==> config.mk <==
export PLATFORM = sky130hd
export DESIGN_NAME = rfid_reader_frame_parser
export DESIGN_NICKNAME = d
export VERILOG_FILES = /design/src/hdl/rfp_pkg.sv /design/src/hdl/rfp_step.sv /design/src/hdl/rfid_reader_frame_parser.sv
export SDC_FILE = /design/constraint.sdc
export NUM_CORES = 1
export LEC_CHECK = 0
export CORE_MARGIN = 8
export CORE_UTILIZATION = 55
export DETAILED_ROUTE_END_ITERATION = 12
export DONT_BUFFER_PORTS = 1
export PLACE_DENSITY = 0.67
export SLEW_MARGIN = 20
export SYNTH_ARGS = -nofsm -noshare
export SYNTH_HDL_FRONTEND = slang
export SYNTH_SLANG_ARGS = --single-unit
==> constraint.sdc <==
create_clock -name i_clk -period 4.4 [get_ports i_clk]
set_input_delay 0 -clock i_clk [delete_from_list [all_inputs] [get_ports i_clk]]
set_output_delay 0 -clock i_clk [all_outputs]
set_load 0.01 [all_outputs]
==> src/hdl/rfp_pkg.sv <==
// Shared types and constants for the reader frame parser.
// No dependencies; imported by rfp_step and rfid_reader_frame_parser.
`default_nettype none

package rfp_pkg;

    // framing bytes
    localparam logic [7:0] START_BYTE = 8'hBB;
    localparam logic [7:0] CR_BYTE    = 8'h0D;
    localparam logic [7:0] LF_BYTE    = 8'h0A;

    // parser phase, code 7 is unused and treated as hunting
    typedef enum logic [2:0] {
        PH_HUNT    = 3'd0,
        PH_TYPE    = 3'd1,
        PH_LEN     = 3'd2,
        PH_PAYLOAD = 3'd3,
        PH_CHECK   = 3'd4,
        PH_CR      = 3'd5,
        PH_LF      = 3'd6
    } t_phase;

    // result kinds
    typedef enum logic [2:0] {
        KIND_PAYLOAD  = 3'd0,
        KIND_ACCEPT   = 3'd1,
        KIND_CSUM_ERR = 3'd2,
        KIND_BAD_CR   = 3'd3,
        KIND_BAD_LF   = 3'd4
    } t_kind;

    // per-frame parser state
    typedef struct packed {
        t_phase     phase;
        logic [7:0] held_type;
        logic [7:0] held_length;
        logic [7:0] bytes_seen;
        logic [7:0] running_sum;
        logic [7:0] received_checksum;
    } t_frame_state;

    // one result request
    typedef struct packed {
        logic       valid;
        t_kind      kind;
        logic [7:0] data_byte;
        logic [7:0] frame_type;
        logic [7:0] frame_length;
    } t_result;

    localparam t_frame_state FRAME_CLEAR = '{
        phase:             PH_HUNT,
        held_type:         8'h00,
        held_length:       8'h00,
        bytes_seen:        8'h00,
        running_sum:       8'h00,
        received_checksum: 8'h00
    };

endpackage

`default_nettype wire

==> src/hdl/rfp_step.sv <==
// One byte of frame parsing: next parser state and optional result.
// Purely combinational; depends on rfp_pkg.
`default_nettype none

module rfp_step (
    input  wire logic [7:0]          i_byte,
    input  wire rfp_pkg::t_frame_state i_state,
    output rfp_pkg::t_frame_state    o_state,
    output rfp_pkg::t_result         o_result
);
    import rfp_pkg::*;

    logic [7:0] w_sum_next;
    logic [7:0] w_seen_next;

    assign w_sum_next  = i_state.running_sum + i_byte;
    assign w_seen_next = i_state.bytes_seen + 8'd1;

    // state update and result per phase
    always_comb begin
        o_state               = i_state;
        o_result.valid        = 1'b0;
        o_result.kind         = KIND_PAYLOAD;
        o_result.data_byte    = 8'h00;
        o_result.frame_type   = i_state.held_type;
        o_result.frame_length = i_state.held_length;
        unique case (i_state.phase)
            PH_TYPE: begin
                o_state.held_type   = i_byte;
                o_state.running_sum = i_byte;
                o_state.phase       = PH_LEN;
            end
            PH_LEN: begin
                o_state.held_length = i_byte;
                o_state.running_sum = w_sum_next;
                o_state.bytes_seen  = 8'h00;
                o_state.phase       = (i_byte == 8'h00) ? PH_CHECK : PH_PAYLOAD;
            end
            PH_PAYLOAD: begin
                o_state.running_sum = w_sum_next;
                o_state.bytes_seen  = w_seen_next;
                o_result.valid      = 1'b1;
                o_result.data_byte  = i_byte;
                if (w_seen_next == i_state.held_length) begin
                    o_state.phase = PH_CHECK;
                end
            end
            PH_CHECK: begin
                o_state.received_checksum = i_byte;
                o_state.phase             = PH_CR;
            end
            PH_CR: begin
                // checksum mismatch wins over a wrong terminator
                priority if (i_state.received_checksum != i_state.running_sum) begin
                    o_result.valid = 1'b1;
                    o_result.kind  = KIND_CSUM_ERR;
                    o_state        = FRAME_CLEAR;
                end else if (i_byte != CR_BYTE) begin
                    o_result.valid = 1'b1;
                    o_result.kind  = KIND_BAD_CR;
                    o_state        = FRAME_CLEAR;
                end else begin
                    o_state.phase = PH_LF;
                end
            end
            PH_LF: begin
                o_result.valid = 1'b1;
                o_result.kind  = (i_byte == LF_BYTE) ? KIND_ACCEPT : KIND_BAD_LF;
                o_state        = FRAME_CLEAR;
            end
            default: begin
                // hunting, also the unused phase code
                if (i_byte == START_BYTE) begin
                    o_state       = FRAME_CLEAR;
                    o_state.phase = PH_TYPE;
                end else begin
                    o_state.phase = PH_HUNT;
                end
            end
        endcase
    end

endmodule

`default_nettype wire

==> src/hdl/rfid_reader_frame_parser.sv <==
// Top level of the reader frame parser: input register, parser state, result register.
// Depends on rfp_pkg and rfp_step.
`default_nettype none

// Parses received bytes into frames 0xBB, type, length, payload, checksum, CR, LF.
// Each payload byte comes out as a kind 0 result; the end of a frame gives one
// result (accepted, checksum error, bad CR or bad LF) carrying type and length.
// Header, checksum and hunting bytes give no result. One byte is taken every
// clock while the result side keeps up. A byte is held in the input register
// and is then parsed into the result register, where its result is offered; the
// parse waits while the result register is full and not being emptied. A stalled
// result holds the next byte in the input register, and input stops once both
// registers are full. The rate is set by the parser state update, which handles
// one byte per clock while the result side keeps up.
module rfid_reader_frame_parser (
    input  wire logic       i_clk,
    input  wire logic       i_rst_n,
    input  wire logic       i_valid,
    output logic            o_ready,
    input  wire logic [7:0] i_rx_byte,
    output logic            o_valid,
    input  wire logic       i_ready,
    output logic [2:0]      o_kind,
    output logic [7:0]      o_data_byte,
    output logic [7:0]      o_frame_type,
    output logic [7:0]      o_frame_length
);
    import rfp_pkg::*;

    logic         r_in_valid;
    logic [7:0]   r_in_byte;
    t_frame_state r_state;
    t_frame_state n_state;
    t_result      w_result;
    logic         r_out_valid;
    t_result      r_out;
    logic         w_fire;

    // the held byte is parsed when the result slot is free or being emptied
    assign w_fire  = r_in_valid && (!r_out_valid || i_ready);
    assign o_ready = !r_in_valid || w_fire;

    // input register
    always_ff @(posedge i_clk) begin
        if (!i_rst_n) begin
            r_in_valid <= 1'b0;
        end else if (o_ready) begin
            r_in_valid <= i_valid;
        end
    end

    always_ff @(posedge i_clk) begin
        if (o_ready && i_valid) begin
            r_in_byte <= i_rx_byte;
        end
    end

    // parser step
    rfp_step u_step (
        .i_byte   (r_in_byte),
        .i_state  (r_state),
        .o_state  (n_state),
        .o_result (w_result)
    );

    always_ff @(posedge i_clk) begin
        if (!i_rst_n) begin
            r_state <= FRAME_CLEAR;
        end else if (w_fire) begin
            r_state <= n_state;
        end
    end

    // result register
    always_ff @(posedge i_clk) begin
        if (!i_rst_n) begin
            r_out_valid <= 1'b0;
        end else if (w_fire) begin
            r_out_valid <= w_result.valid;
        end else if (i_ready) begin
            r_out_valid <= 1'b0;
        end
    end

    always_ff @(posedge i_clk) begin
        if (w_fire && w_result.valid) begin
            r_out <= w_result;
        end
    end

    assign o_valid        = r_out_valid;
    assign o_kind         = r_out.kind;
    assign o_data_byte    = r_out.data_byte;
    assign o_frame_type   = r_out.frame_type;
    assign o_frame_length = r_out.frame_length;

`ifndef NO_ASSERTIONS
    // any end-of-frame report sends the parser back to hunting
    a_end_hunts: assert property (@(posedge i_clk) disable iff (!i_rst_n)
        (w_fire && w_result.valid && w_result.kind != KIND_PAYLOAD)
        |=> (r_state.phase == PH_HUNT))
        else $error("parser not hunting after end of frame");

    // inside the payload fewer bytes have been seen than declared
    a_payload_count: assert property (@(posedge i_clk) disable iff (!i_rst_n)
        (r_state.phase == PH_PAYLOAD) |-> (r_state.bytes_seen < r_state.held_length))
        else $error("payload count beyond declared length");

    // a held byte that is not parsed stays in the input register
    a_in_hold: assert property (@(posedge i_clk) disable iff (!i_rst_n)
        (r_in_valid && !w_fire) |=> (r_in_valid && $stable(r_in_byte)))
        else $error("held input byte lost");

    // parser state moves only when a byte is parsed
    a_state_hold: assert property (@(posedge i_clk) disable iff (!i_rst_n)
        !w_fire |=> $stable(r_state))
        else $error("parser state changed without a byte");
`endif

endmodule

`default_nettype wire

==> flow_summary.yaml, run 1 <==
worst_hold_path:
  hold_path_class: "in2reg"
  worstHoldEndpoint: "r_state[19]"
  holdCritStartpoint: "i_rst_n"
  min_path_cells: 3
timing:
  fin_setup_tns_ps: 0
  fmax_mhz: 352
  slew_viol_final: 0
  min_period_ps: 2840
  hold_viol_final: 0
  maxSlewHeadroom: 0.398
  setup_viol: 0
  finalClockSkew_ps: 11.8
  rsz0062_at_grt: "no"
  worstMarginPinSlew_ps: 901
  min_period_over_period: 0.646
cts:
  cts_sinks: 80
  cts_root_buffer: "clkbuf_8"
  clk_pin_slew_ps: 90
  ctsLongestPathBuffers: 2
  postCtsSetupRepairBufs: 0
  clkLatencyLatePin_ps: 370
  cts_resized: 0
  cts_tree: "done"
  cts_buffers: 9
  htree_levels: 3
  ctsHoldBuffers: 13
floorplanning:
  die_width_um: 103
  core_um2: 7290
  num_rows: 31
  initial_core_util: 0.571
  ios: 41
  die_y_um: 103
  die_area_um2: 10600
global_routing:
  grt_antenna_before_repair: 0
  grt_pass1_vias: 3109
  grt_pass1_wl_mm: 16.2
  grt_max_degree: 67
  gr-total-overflow: 0
  grt_use_total: 0.201
layout:
  final_cell_mix: "nand2_1, dfxtp_1, mux2i_1"
  finalNetCount: 444
  drive_gt1_frac: 0.0537
  areaGrowthSynthToFinish_pct: 8.17
  antenna_cells: 0
  instances_no_fill: 527
  final_common_cell: "nand2_1"
run:
  max_cap_violations: 0
setup_path:
  crit_path_max_fanout: 19
  r2r-end: "r_state[20]"
  crit_type: "reg2reg"
  cp.required_ps: 4710
  reg2reg_slack_ps: 1560
  r2r_start: "r_state[41]"
  startpoint_type: "register"
  crit_slowest_cell: "dfxtp_1"
  worstPathArrival_ps: 3150
  r2r_cells: 6
  end_kind: "register"
  crit_chain: "and3b_1, nand3_1, nor3_1, o21ai_0, dlygate4sd3_1, a21oi_1"
  crit_path_max_incr_delay_ps: 720
route:
  vias: 3222
  routedWlPerCell_um: 18.8
  first_pass_iters: 5
  drt_iter0_markers: 187
  drt-total-wl_mm: 9.89
  ant_nets: 0
  vias_per_cell: 6.11
  drc: 0
yosys:
  synthMuxAreaShare: 0.0865
  synth-xor-area-share: 0.0441
  synthTopCellsByArea: "edfxtp_1, dfxtp_1, mux2i_1"
  synth_top_area_frac: 0.252
  syn_area_um2: 4170
  synth_cell_type_count: 59
  synthesis.nets: 448
  yosysTopAreaCell: "edfxtp_1"
  ys_seq_area_frac: 0.468
  synth_edf_count: 35
  synth_cells: 427
  ys_warn_count: 0
  ys_async_sr_fraction: 0
  postSynthAreaPerCell_um2: 9.76
  ys.flop_type: "dfxtp_1"
  synth_top_family_by_area: "simple AND/OR/NAND/NOR gates"
  synth-compound-area-share: 0.126
  synth-simple-area-share: 0.206
  synthAdderAreaFrac: 0.0288
  synth_seq_cells: 80
placement:
  io_buffer_count: 0
  dp_cells: 498
  gp_congestion: 0.890
  dpl.hpwl_mm: 6.57
outcome:
  status: "finished, final reports clean"
power:
  p_per_area_nw_per_um2: 322
  peakVddDrop_mv: 0.201
  power_mw: 1.45
  p_leak_nw: 1.49
==> stage by stage <==
step,cell area (um^2),util,hold WS [ps],worst slack (ps)
2_1_floorplan,4170,-,98.9,1460
3_3_place_gp,4160,0.571,98.9,1990
3_5_place_dp,4160,0.571,98.9,1930
4_1_cts,4510,0.618,1.14,1620
5_1_grt,4510,0.618,26.6,1300
6_report,4510,0.618,9.93,1560
==> registers in the layout (all words and copies together) (netlist names) <==
| signal | flops |
|---|---|
| r_in_byte | 8 |
| o_valid | 1 |
| o_frame_type | 8 |
| o_frame_length | 8 |
| o_data_byte | 8 |
| r_state | 43 |
| r_in_valid | 1 |
| o_kind | 3 |
==> critical path, delay by kind of cell (launching register included) <==
| family | cells | cell delay [ps] |
|---|---|---|
| AO/OA/AOI/OAI | 2 | 210 |
| flip-flops | 1 | 720 |
| buffers and inverters | 1 | 560 |
| AND/OR/NAND/NOR | 3 | 1300 |
==> worst max-delay path by stage <==
stage	startpoint	to	slack, ps	cells after the start
5_1_grt	r_state[41]	r_state[20]	1300	6
3_5_place_dp	r_in_byte[4]	o_frame_length[5]	1930	6
6_report	r_state[41]	r_state[20]	1560	6
4_1_cts	r_state[41]	r_state[20]	1620	6
3_3_place_gp	r_in_byte[4]	o_frame_type[0]	1990	6
2_1_floorplan	r_state[42]	o_data_byte[0]	1460	5
==> logic make-up (layout without fill, tap and decap cells) <==
group	after synthesis	after routing
flip-flops	80	80
XOR/XNOR	21	21
AND/OR/NAND/NOR	166	166
multiplexers	36	36
buffers and inverters	35	36
AO/OA/AOI/OAI	80	80
adder cells (fa/ha/maj)	9	9
==> synthesized netlist by cell type (all sizes together) (2+ instances only) <==
cell / count
dfxtp: 45
a22o: 2
nor4: 7
a31oi: 5
or4: 2
nand2: 68
buf: 9
nand4: 10
xor2: 5
o31ai: 4
a21o: 3
clkbuf: 21
a21oi: 13
mux2i: 36
nor2b: 3
nor3: 9
a211oi: 8
edfxtp: 35
ha: 8
inv: 5
nand3: 15
and3: 5
a22oi: 2
and2: 14
nor3b: 3
nor2: 14
o22ai: 3
and4: 3
nand3b: 2
xnor2: 16
o211ai: 4
o21ai: 26
nand2b: 5
==> routing by layer <==
layer / wire, um / global-route usage
met3: 529 / 0.0581
met1: 4520 / 0.260
met2: 4570 / 0.305
met4: 266 / 0.0901
met5: 0 / 0
==> final cells by class <==
| type | instances | area (um^2) |
|---|---|---|
| repair buffers | 15 | 163 |
| well taps | 99 | 124 |
| clock buffers | 11 | 141 |
| fillers | 638 | 2790 |
| flip-flops and latches | 80 | 1950 |
| clock inverters | 5 | 56.3 |
| multi-input cells | 312 | 2050 |
| inverters | 5 | 18.8 |
==> power breakdown <==
group / total, mW / switching (mW) / leakage (nW) / internal (mW)
Combinational: 0.0993 / 0.0598 / 0.726 / 0.0395
Clock: 0.547 / 0.271 / 0.0892 / 0.276
Sequential: 0.807 / 0.0265 / 0.676 / 0.780
Total: 1.45 / 0.358 / 1.49 / 1.10
(Power assumes the default switching activity.)
==> run 2, diff against run 1 <==
==> constraint.sdc (replaced) <==
create_clock -name i_clk -period 2.95 [get_ports i_clk]
set_input_delay 0 -clock i_clk [delete_from_list [all_inputs] [get_ports i_clk]]
set_output_delay 0 -clock i_clk [all_outputs]
set_load 0.01 [all_outputs]
==> flow_summary.yaml, run 2 (synthesis gave the netlist of run 1 again) <==
layout:
  final_common_cell: "nand2_1"
  final_cell_area_um2: 4550
  ff_latch_area_um2: 1950
  instances_no_fill: 534
  largest_reg_flops: 43
  top_register: "r_state"
  areaGrowthSynthToFinish_pct: 9.10
  final_util: 0.623
  drive_gt1_frac: 0.0736
  n_fill_cell: 649
  antenna_cells: 0
  final_cell_mix: "nand2_1, dfxtp_1, mux2i_1"
  finalNetCount: 451
  multi_input_area_um2: 2050
setup_path:
  critPathTopFamily: "compound AO/OA/AOI/OAI gates"
  crit_slowest_cell: "a21oi_2"
  reg2reg_slack_ps: 360
  crit_path_max_incr_delay_ps: 700
  r2r_start: "r_in_byte[2]"
  critPathBufInv: 1
  worstPathArrival_ps: 2640
  crit_type: "reg2reg"
  startpoint_type: "register"
  critPathMostFrequentCell: "nand3_1"
  end_kind: "register"
  r2r-end: "o_data_byte[0]"
  cp.required_ps: 3000
  r2r_cells: 6
  crit_chain: "nand3_1, nor4_1, or3b_1, nand3_1, a21oi_2, buf_4"
  crit_path_max_fanout: 15
global_routing:
  grt_antenna_before_repair: 0
  grt_pass1_wl_mm: 16.1
  grt_pass1_vias: 3078
  grt_use_total: 0.202
  grt_max_degree: 67
  gr-total-overflow: 0
power:
  peakVddDrop_mv: 0.275
  p_leak_nw: 1.53
  switchingPower_uw: 531
  p_clk_frac: 0.365
  internal_power_mw: 1.62
  combPwrFrac: 0.081
  p_per_area_nw_per_um2: 473
  seqPwrFrac: 0.554
  sw_frac_of_total: 0.247
  power_mw: 2.15
floorplanning:
  die_width_um: 103
  ios: 41
  core_um2: 7290
  die_area_um2: 10600
  num_rows: 31
  initial_core_util: 0.571
  die_y_um: 103
cts:
  clkLatencyLatePin_ps: 360
  postCtsSetupRepairBufs: 0
  clk_pin_slew_ps: 80
  htree_levels: 3
  cts_tree: "done"
  cts_root_buffer: "clkbuf_8"
  ctsLongestPathBuffers: 2
  cts_sinks: 80
  cts_buffers: 9
timing:
  min_period_ps: 2590
  setup_viol: 0
  maxSlewHeadroom: 0.465
  finalClockSkew_ps: 11.2
  min_period_over_period: 0.877
  setup_ws_ps: 364
  worstMarginPinSlew_ps: 802
  hold_viol_final: 0
  fin_setup_tns_ps: 0
  fmax_mhz: 387
  rsz0062_at_grt: "no"
  timing.hold.ws_ps: 12.8
  slew_viol_final: 0
route:
  routedWlPerCell_um: 19.1
  first_pass_iters: 7
  vias: 3260
  drc: 0
  ant_nets: 0
  drt_iter0_markers: 180
  vias_per_cell: 6.10
  drt-total-wl_mm: 10.2
worst_hold_path:
  holdCritStartpoint: "i_rst_n"
  hold_path_class: "in2reg"
  min_path_cells: 3
  worstHoldEndpoint: "r_state[20]"
outcome:
  status: "finished, final reports clean"
placement:
  place_ws_ps: 381
  io_buffer_count: 0
  placed_area_um2: 4230
  gp_congestion: 0.845
  dpl.hpwl_mm: 6.87
  dp_cells: 507
run:
  max_cap_violations: 0
run 2: cell types whose count changed in the layout (fill, tap and decap cells not counted), sizes merged:
cell	previous run	this run
dlygate4sd3	12	10
buf	3	12
run 2: repair_timing:
item | 4_1_cts | 5_1_grt
endpoints found under the setup margin | 0 | 0
hold buffers | 11 | 0
gates resized for setup | 0 | 0
hold endpoints to repair | 53 | 0
run 2: final cells by class:
cell class              count  area share
clock buffers              11      0.0289
clock inverters             5      0.0127
inverters                   5     0.00413
multi-input cells         312       0.451
flip-flops and latches     80       0.429
well taps                  99      0.0273
repair buffers             22      0.0462
run 2: per-layer routing:
metal  wire length (um)  track usage  vias to the layer above  part of all wire
met1               4680        0.264                     1540              0.46
met3                611       0.0479                       26             0.060
met5                  0            0                        -                 0
met2               4670        0.313                      124              0.46
met4                226       0.0812                        0             0.022
li1                   -            -                     1570                 -
run 2: power groups by stage:
stage          logic, mW  registers, mW  clock network (mW)
3_5_place_dp       0.143           1.22                   0
3_3_place_gp       0.141           1.21                   0
2_1_floorplan      0.127           1.20                   0
4_1_cts            0.171           1.19               0.795
6_report           0.173           1.19               0.785
5_1_grt            0.188           1.19               0.846
run 2: worst max path at each step:
stage	start	cells past startpoint	to	slack (ps)
after floorplan	r_state[42]	5	o_data_byte[0]	10
after global placement	r_in_byte[2]	6	o_frame_type[3]	530
after detailed placement	r_in_byte[2]	6	o_frame_type[5]	380
after CTS	r_in_byte[0]	6	o_frame_type[5]	370
after global routing	r_in_byte[2]	6	o_frame_type[5]	180
final	r_in_byte[2]	6	o_data_byte[0]	360
run 2: worst min-delay path, stage by stage:
cell and delay (ps):
buf_16 190, o21ai_0 100, a21oi_1 40
